**src/ede_pkg.sv**
```systemverilog
// Package for the edit distance engine: operation codes, widths, the token
// that travels along the cell chain. No dependencies.
package ede_pkg;

    localparam int DIST_W          = 16;
    localparam int SYM_W           = 8;
    localparam int OP_W            = 2;
    localparam int MAX_REF_DEFAULT = 64;

    localparam logic [OP_W-1:0] OP_APPEND = 2'd0;
    localparam logic [OP_W-1:0] OP_QUERY  = 2'd1;
    localparam logic [OP_W-1:0] OP_REPORT = 2'd2;

    localparam logic [DIST_W-1:0] DIST_MAX = {DIST_W{1'b1}};

    // One wavefront slot moving down the chain.
    // Query: left = new value of the previous row entry, diag = its old value.
    // Report: left = distance carried so far, ovf = sticky overflow so far.
    typedef struct packed {
        logic              valid;
        logic              rpt;
        logic [SYM_W-1:0]  sym;
        logic [DIST_W-1:0] left;
        logic [DIST_W-1:0] diag;
        logic              ovf;
    } ede_token_t;

endpackage

```
**src/ede_cell.sv**
```systemverilog
// One systolic cell: holds one reference byte and one entry of the distance
// row, updates it from the token of its left neighbor. Depends on ede_pkg.
module ede_cell import ede_pkg::*; #(
    parameter int INDEX = 1
) (
    input  logic             clk,
    input  logic             rst_n,
    input  logic             wr_en,
    input  logic [SYM_W-1:0] wr_sym,
    input  ede_token_t       tok_in,
    output ede_token_t       tok_out
);

    logic [SYM_W-1:0]  ch_reg, ch_next;
    logic              act_reg, act_next;
    logic [DIST_W-1:0] d_reg, d_next;
    logic              ovf_reg, ovf_next;
    ede_token_t        tok_reg, tok_next;

    logic [DIST_W:0]   up, left, sub, best;
    logic [DIST_W-1:0] best_sat;
    logic              sat;

    always_comb
    begin
        up   = {1'b0, d_reg} + 1'b1;
        left = {1'b0, tok_in.left} + 1'b1;
        sub  = {1'b0, tok_in.diag} + {{DIST_W{1'b0}}, (ch_reg != tok_in.sym)};
        best = up;
        if (left < best)
        begin
            best = left;
        end
        if (sub < best)
        begin
            best = sub;
        end
        sat      = best[DIST_W];
        best_sat = sat ? DIST_MAX : best[DIST_W-1:0];
    end

    always_comb
    begin
        ch_next  = ch_reg;
        act_next = act_reg;
        d_next   = d_reg;
        ovf_next = ovf_reg;
        tok_next = tok_in;
        if (tok_in.valid && !tok_in.rpt && act_reg)
        begin
            d_next        = best_sat;
            ovf_next      = ovf_reg | sat;
            tok_next.left = best_sat;
            tok_next.diag = d_reg;
        end
        if (tok_in.valid && tok_in.rpt)
        begin
            // pick up this entry if it is the last live one, then clear
            if (act_reg)
            begin
                tok_next.left = d_reg;
            end
            tok_next.ovf = tok_in.ovf | ovf_reg;
            d_next       = DIST_W'(INDEX);
            act_next     = 1'b0;
            ovf_next     = 1'b0;
        end
        if (wr_en)
        begin
            ch_next  = wr_sym;
            act_next = 1'b1;
        end
    end

    always_ff @(posedge clk or negedge rst_n)
    begin
        if (!rst_n)
        begin
            act_reg <= 1'b0;
            d_reg   <= DIST_W'(INDEX);
            ovf_reg <= 1'b0;
            tok_reg <= '0;
        end
        else
        begin
            act_reg <= act_next;
            d_reg   <= d_next;
            ovf_reg <= ovf_next;
            tok_reg <= tok_next;
        end
    end

    always_ff @(posedge clk)
    begin
        ch_reg <= ch_next;
    end

    assign tok_out = tok_reg;

endmodule

```
**config.mk**
```make
export PLATFORM = sky130hd
export DESIGN_NAME = ede_cell
export DESIGN_NICKNAME = d
export VERILOG_FILES = /design/src/ede_pkg.sv /design/src/ede_cell.sv
export SDC_FILE = /design/constraint.sdc
export NUM_CORES = 1
export LEC_CHECK = 0
export ABC_AREA = 1
export BUFFER_PORTS_ARGS = -buffer_cell sky130_fd_sc_hd__buf_2
export CORE_AREA = 2 2 111 113
export CTS_CLUSTER_DIAMETER = 50
export DETAILED_ROUTE_END_ITERATION = 12
export DIE_AREA = 0 0 113 115
export HOLD_SLACK_MARGIN = 0.05
export PLACE_DENSITY = 0.59
export SYNTH_ARGS = -nofsm -noshare
export SYNTH_HDL_FRONTEND = slang
export SYNTH_SLANG_ARGS = --single-unit
```
**constraint.sdc**
```tcl
create_clock -name clk -period 6.4 [get_ports clk]
set_input_delay 1.92 -clock clk [delete_from_list [all_inputs] [get_ports clk]]
set_output_delay 1.92 -clock clk [all_outputs]
set_load 0.02 [all_outputs]
```
### After elaboration in Yosys (flattened, before gate mapping)

Cells that the tools add are included.

| operators by class | value |
|---|---|
| add/sub/neg operators | 3 |
| multiply operators | 0 |
| div/mod/pow operators | 0 |
| magnitude comparators | 2 |
| equality and inequality tests | 1 |
| shift-type cells | 0 |
| muxes and demuxes | 13 |
| bitwise gates (word level) | 2 |
| reductions and logical operators | 6 |

Operators by type and width:

| cell | count |
|---|---|
| 16-bit 2-to-1 mux | 5 |
| 16-bit by 1-bit adder with 17-bit output, second input constant | 2 |
| 17-bit < comparator | 2 |
| 17-bit 2-to-1 mux | 2 |
| 32-bit 2-to-1 mux | 1 |
| 16-bit by 1-bit adder with 17-bit output | 1 |
| 8-bit != test | 1 |
| 1-bit 2-to-1 mux | 5 |
| 2-bit nonzero test | 2 |
| 1-bit logical AND | 3 |
| 1-bit OR | 2 |
| 1-bit zero test | 1 |

| word-level totals | value |
|---|---|
| register bits after elaboration | 69 |
| bits in latches | 0 |
| bits in writable memories | 0 |
| bits in read-only memories | 0 |
| input bits | 54 |
| output and inout port bits | 43 |
| logic and storage cells | 37 |
| memories | 0 |

### Longest topological paths before layout

| depth | value |
|---|---|
| depth in word-level cells | 9 |
| mapped depth | 33 |
| gate-level depth less buffers | 31 |

### Least setup slack after synthesis

No wires, ideal clock.

| timing | value |
|---|---|
| path kind | input to register |
| start point | in tok_in[17] (netlist name) |
| end point | reg tok_reg (netlist bit tok_out[22]) |
| library setup time | 127 ps |
| data arrival time | 5,878 ps |
| required time | 6,273 ps |
| slack | 395 ps |
| cell stages on the path | 24 |
| path buffers | 2 |
| path through | ha_1 nand3_2 nor3_1 inv_1 nor3_1 xnor2_1 inv_1 ha_1 a21oi_1 nor3_1 a211oi_1 nand2_2 clkbuf_1 o21ai_0 ha_1 a21oi_1 nor2_1 a211oi_1 o221ai_1 a21oi_1 clkbuf_1 nand3_1 nand3_1 nand3_1 |

RTL lines:

| item | RTL line | source |
|---|---|---|
| start, declared | ede_cell.sv:10 | `input ede_token_t tok_in,` |
| end signal, assigned | ede_cell.sv:89 | `tok_reg <= tok_next;` |
| end, declared | ede_cell.sv:18 | `ede_token_t tok_reg, tok_next;` |

==> impl_metrics.csv <==
group,metric,value,unit
run_status,outcome,"finished with violations",
run_status,violations,"DRC",
worst_setup_path,critPathKind,"primary input to register",
yosys,synth_flop_cell,"dfrtp_1",
sta,period_share,0.933,
worst_setup_path,crit_path_end_kind,"register",
clocking,cts_tree,"done",
floorplanning,ios,97,
power_and_ir_drop,leakage,2.96,nW
layout,largest_register_ffs,43,
worst_setup_path,rr_worst_depth,25,
clocking,ctsHtreeMaxLevel,3,
floorplanning,initial_core_util,0.391,
clocking,cts_buffers,9,
layout,register_area,0.00177,mm²
worst_setup_path,critPathLaunch,"tok_in[17]",
yosys,synth_largest_area_cell,"dfrtp_1",
route,vias,4391,
floorplanning,die-width,113,µm
global_routing,grt_max_degree,62,
sta,skew,5.52,ps
layout,area_growth,25.8,%
power_and_ir_drop,power_density,387,mW/mm²
floorplanning,die_y,115,µm
layout,multi_input_area,0.00252,mm²
layout,drive_gt1_frac,0.240,
yosys,synth_cell_type_count,40,
worst_setup_path,start_kind,"primary input",
worst_setup_path,cp_data_required_time,6680,ps
yosys,yosysTopAreaCellShare,0.325,
min_path,min_from,"ovf_reg",
yosys,synth-async-reset-ratio,0.884,
floorplanning,row_count,40,
sta,clock.fmax,168,MHz
yosys,syn-instance-count,576,
route,routed_via_density,5.17,
floorplanning,coreArea,0.0118,mm²
route,firstDrtPassIters,9,
yosys,synthTopCellsByArea,"dfrtp_1, nand2_1, ha_1",
route,drtIter0Drc,298,
power_and_ir_drop,irDropWorstVdd,183,µV
yosys,postSynthAreaPerCell,8.01,µm²
clocking,numClockSinks,69,
sta,tightest_slew,971,ps
global_routing,grt_pass1_vias,4450,
global_routing,track_usage,0.218,
worst_setup_path,r2r_start,"d_reg[0]",
yosys,synth.cell_area,0.00462,mm²
sta,setup_viol,0,
sta,hold_violations,0,
sta,fin_crit,5970,ps
placement,dp_slack,-65.7,ps
sta,slew_viol_final,0,
route,routed_wl,13300,µm
placement,place_area,0.00548,mm²
layout,antenna_cells,0,
route,route.detailed.drc,3,
route,wl_per_cell,15.7,µm
layout,design_area,0.00580,mm²
layout,fillers,1167,
yosys,syn_nets,665,
yosys,synth-edff-count,8,
floorplanning,die-area,0.0130,mm²
clocking,clockBufferDepth,2,
route,antenna_left,0,
layout,nNetsFinal,787,
job,max_cap_viol_count,0,
global_routing,antenna_found_initial,0,
clocking,root_buffer,"clkbuf_16",
sta,setup_slack,432,ps
min_path,hold_path_depth,2,
placement,place.gp.congestion,0.930,
clocking,cts_hold_buffers,0,
layout,most-common-layout-cells,"nand2_1, buf_2, nand3_1, inv_1, dfrtp_1",
yosys,ys_seq_area_frac,0.383,
global_routing,grt_pass1_wl,22100,µm
sta,max_slew_margin,0.352,
sta,rsz0062_at_grt,"false",
placement,dp_hpwl,10400,µm
clocking,clkLatencyLatePin,350,ps
global_routing,grt_overflow,0,
worst_setup_path,cp.arrival,6240,ps
clocking,clk_pin_slew,60,ps
placement,port_buffers,96,
min_path,hp-class,"register to register",
yosys,yosys_warnings,0,
yosys,synth_seq_cells,69,
layout,final_common_cell,"nand2_1",
worst_setup_path,worstPathMaxFanout,14,
==> kinds of logic (layout without fill, tap and decap cells) <==
logic type | count (synthesis) | in the layout | share of synthesized area
and+or+nand+nor | 274 | 274 | 0.275
DFF | 69 | 69 | 0.383
muxes | 1 | 1 | 0.00244
buffers and inverters | 85 | 212 | 0.0767
adders and majority gates | 35 | 35 | 0.0949
AOI/OAI and AO/OA | 72 | 72 | 0.0922
xor gates and xnor gates | 40 | 40 | 0.0759
==> per-stage QoR <==
| step | TNS (ps) | total power [W] | hold WS (ps) | instances | util |
|---|---|---|---|---|---|
| final | 0 | 0.00225 | 523 | 850 | 0.491 |
| after global routing | 0 | 0.00243 | 567 | 850 | 0.491 |
| after CTS | 0 | 0.00224 | 525 | 849 | 0.489 |
| after detailed placement | -1700 | 0.00174 | 511 | 833 | 0.464 |
| after global placement | -79.1 | 0.00172 | 518 | 833 | 0.464 |
| after floorplan | 0 | 0.00132 | 486 | 576 | - |
==> where the power goes <==
| part | total (W) | leakage (nW) | switching, W | internal [W] |
|---|---|---|---|---|
| registers | 0.000649 | 0.815 | 0.0000968 | 0.000552 |
| clock network | 0.000489 | 0.140 | 0.000218 | 0.000272 |
| logic | 0.00111 | 2.00 | 0.000656 | 0.000454 |
| total | 0.00225 | 2.96 | 0.000971 | 0.00128 |
==> cells in the mapped netlist, types with 2 or more instances <==
master / n
nor2_1: 25
inv_1: 67
xor2_1: 27
o221ai_1: 2
buf_2: 4
nand2_2: 4
a22oi_1: 15
dfrtp_1: 60
nand4_1: 8
edfxtp_1: 8
a211oi_1: 3
o21bai_1: 2
clkbuf_1: 9
nand2_1: 131
nand3_1: 75
o31ai_1: 2
nand3_2: 5
o21ai_0: 33
nand2_4: 2
xnor2_1: 13
ha_1: 35
buf_6: 4
nor3_1: 13
a21oi_1: 13
==> layout make-up <==
type                       instances  share of cell area
timing repair buffer             129               0.136
inverter                          67              0.0433
clock buffer                       9              0.0388
tap                              147              0.0317
multi-input combinational        422               0.434
sequential                        69               0.305
clock inverter                     7              0.0112
==> path summary, 6_finish.rpt <==
check	end	slack, ps
setup / recovery	tok_out[19]	430
hold / removal	tok_out[0]	520
setup reg to reg	tok_out[19]	1340
hold reg to reg	tok_out[0]	520
max in group asynchronous	tok_out[22]	4150
min in group asynchronous	d_reg[11]	1730
==> per-layer routing <==
layer	global-route usage	wire length (µm)	part of all wire	up-vias
met2	0.349	6180	0.46	149
met1	0.292	5980	0.45	2049
met5	0	0	0	-
met3	0.0443	841	0.063	23
li1	-	-	-	2170
met4	0.0821	320	0.024	0
==> what timing repair did <==
| action | 4_1_cts | 5_1_grt |
|---|---|---|
| endpoints found under the setup margin | 0 | 33 |
| buffers inserted | 0 | 1 |
| resized for setup | 0 | 10 |
| endpoints found under the hold margin | 0 | 0 |
==> worst max-delay path: stages <==
cell and delay, ps:
buf_2 150, ha_1 210, nand3_2 90, nor3_1 170
inv_1 70, nor3_1 220, xnor2_1 150, inv_1 80
ha_1 310, a21oi_1 140, nor3_1 60, a211oi_1 280
nand2_2 200, buf_12 190, o21ai_1 230, ha_1 290
nand2_1 100, nor2_1 50, a211oi_1 210, o221ai_1 190
a21oi_2 190, buf_4 180, nand2_4 70, buf_12 140
nand2_1 50, nand3_1 130, nand3_1 160
Power figures use the tool's default switching activity.
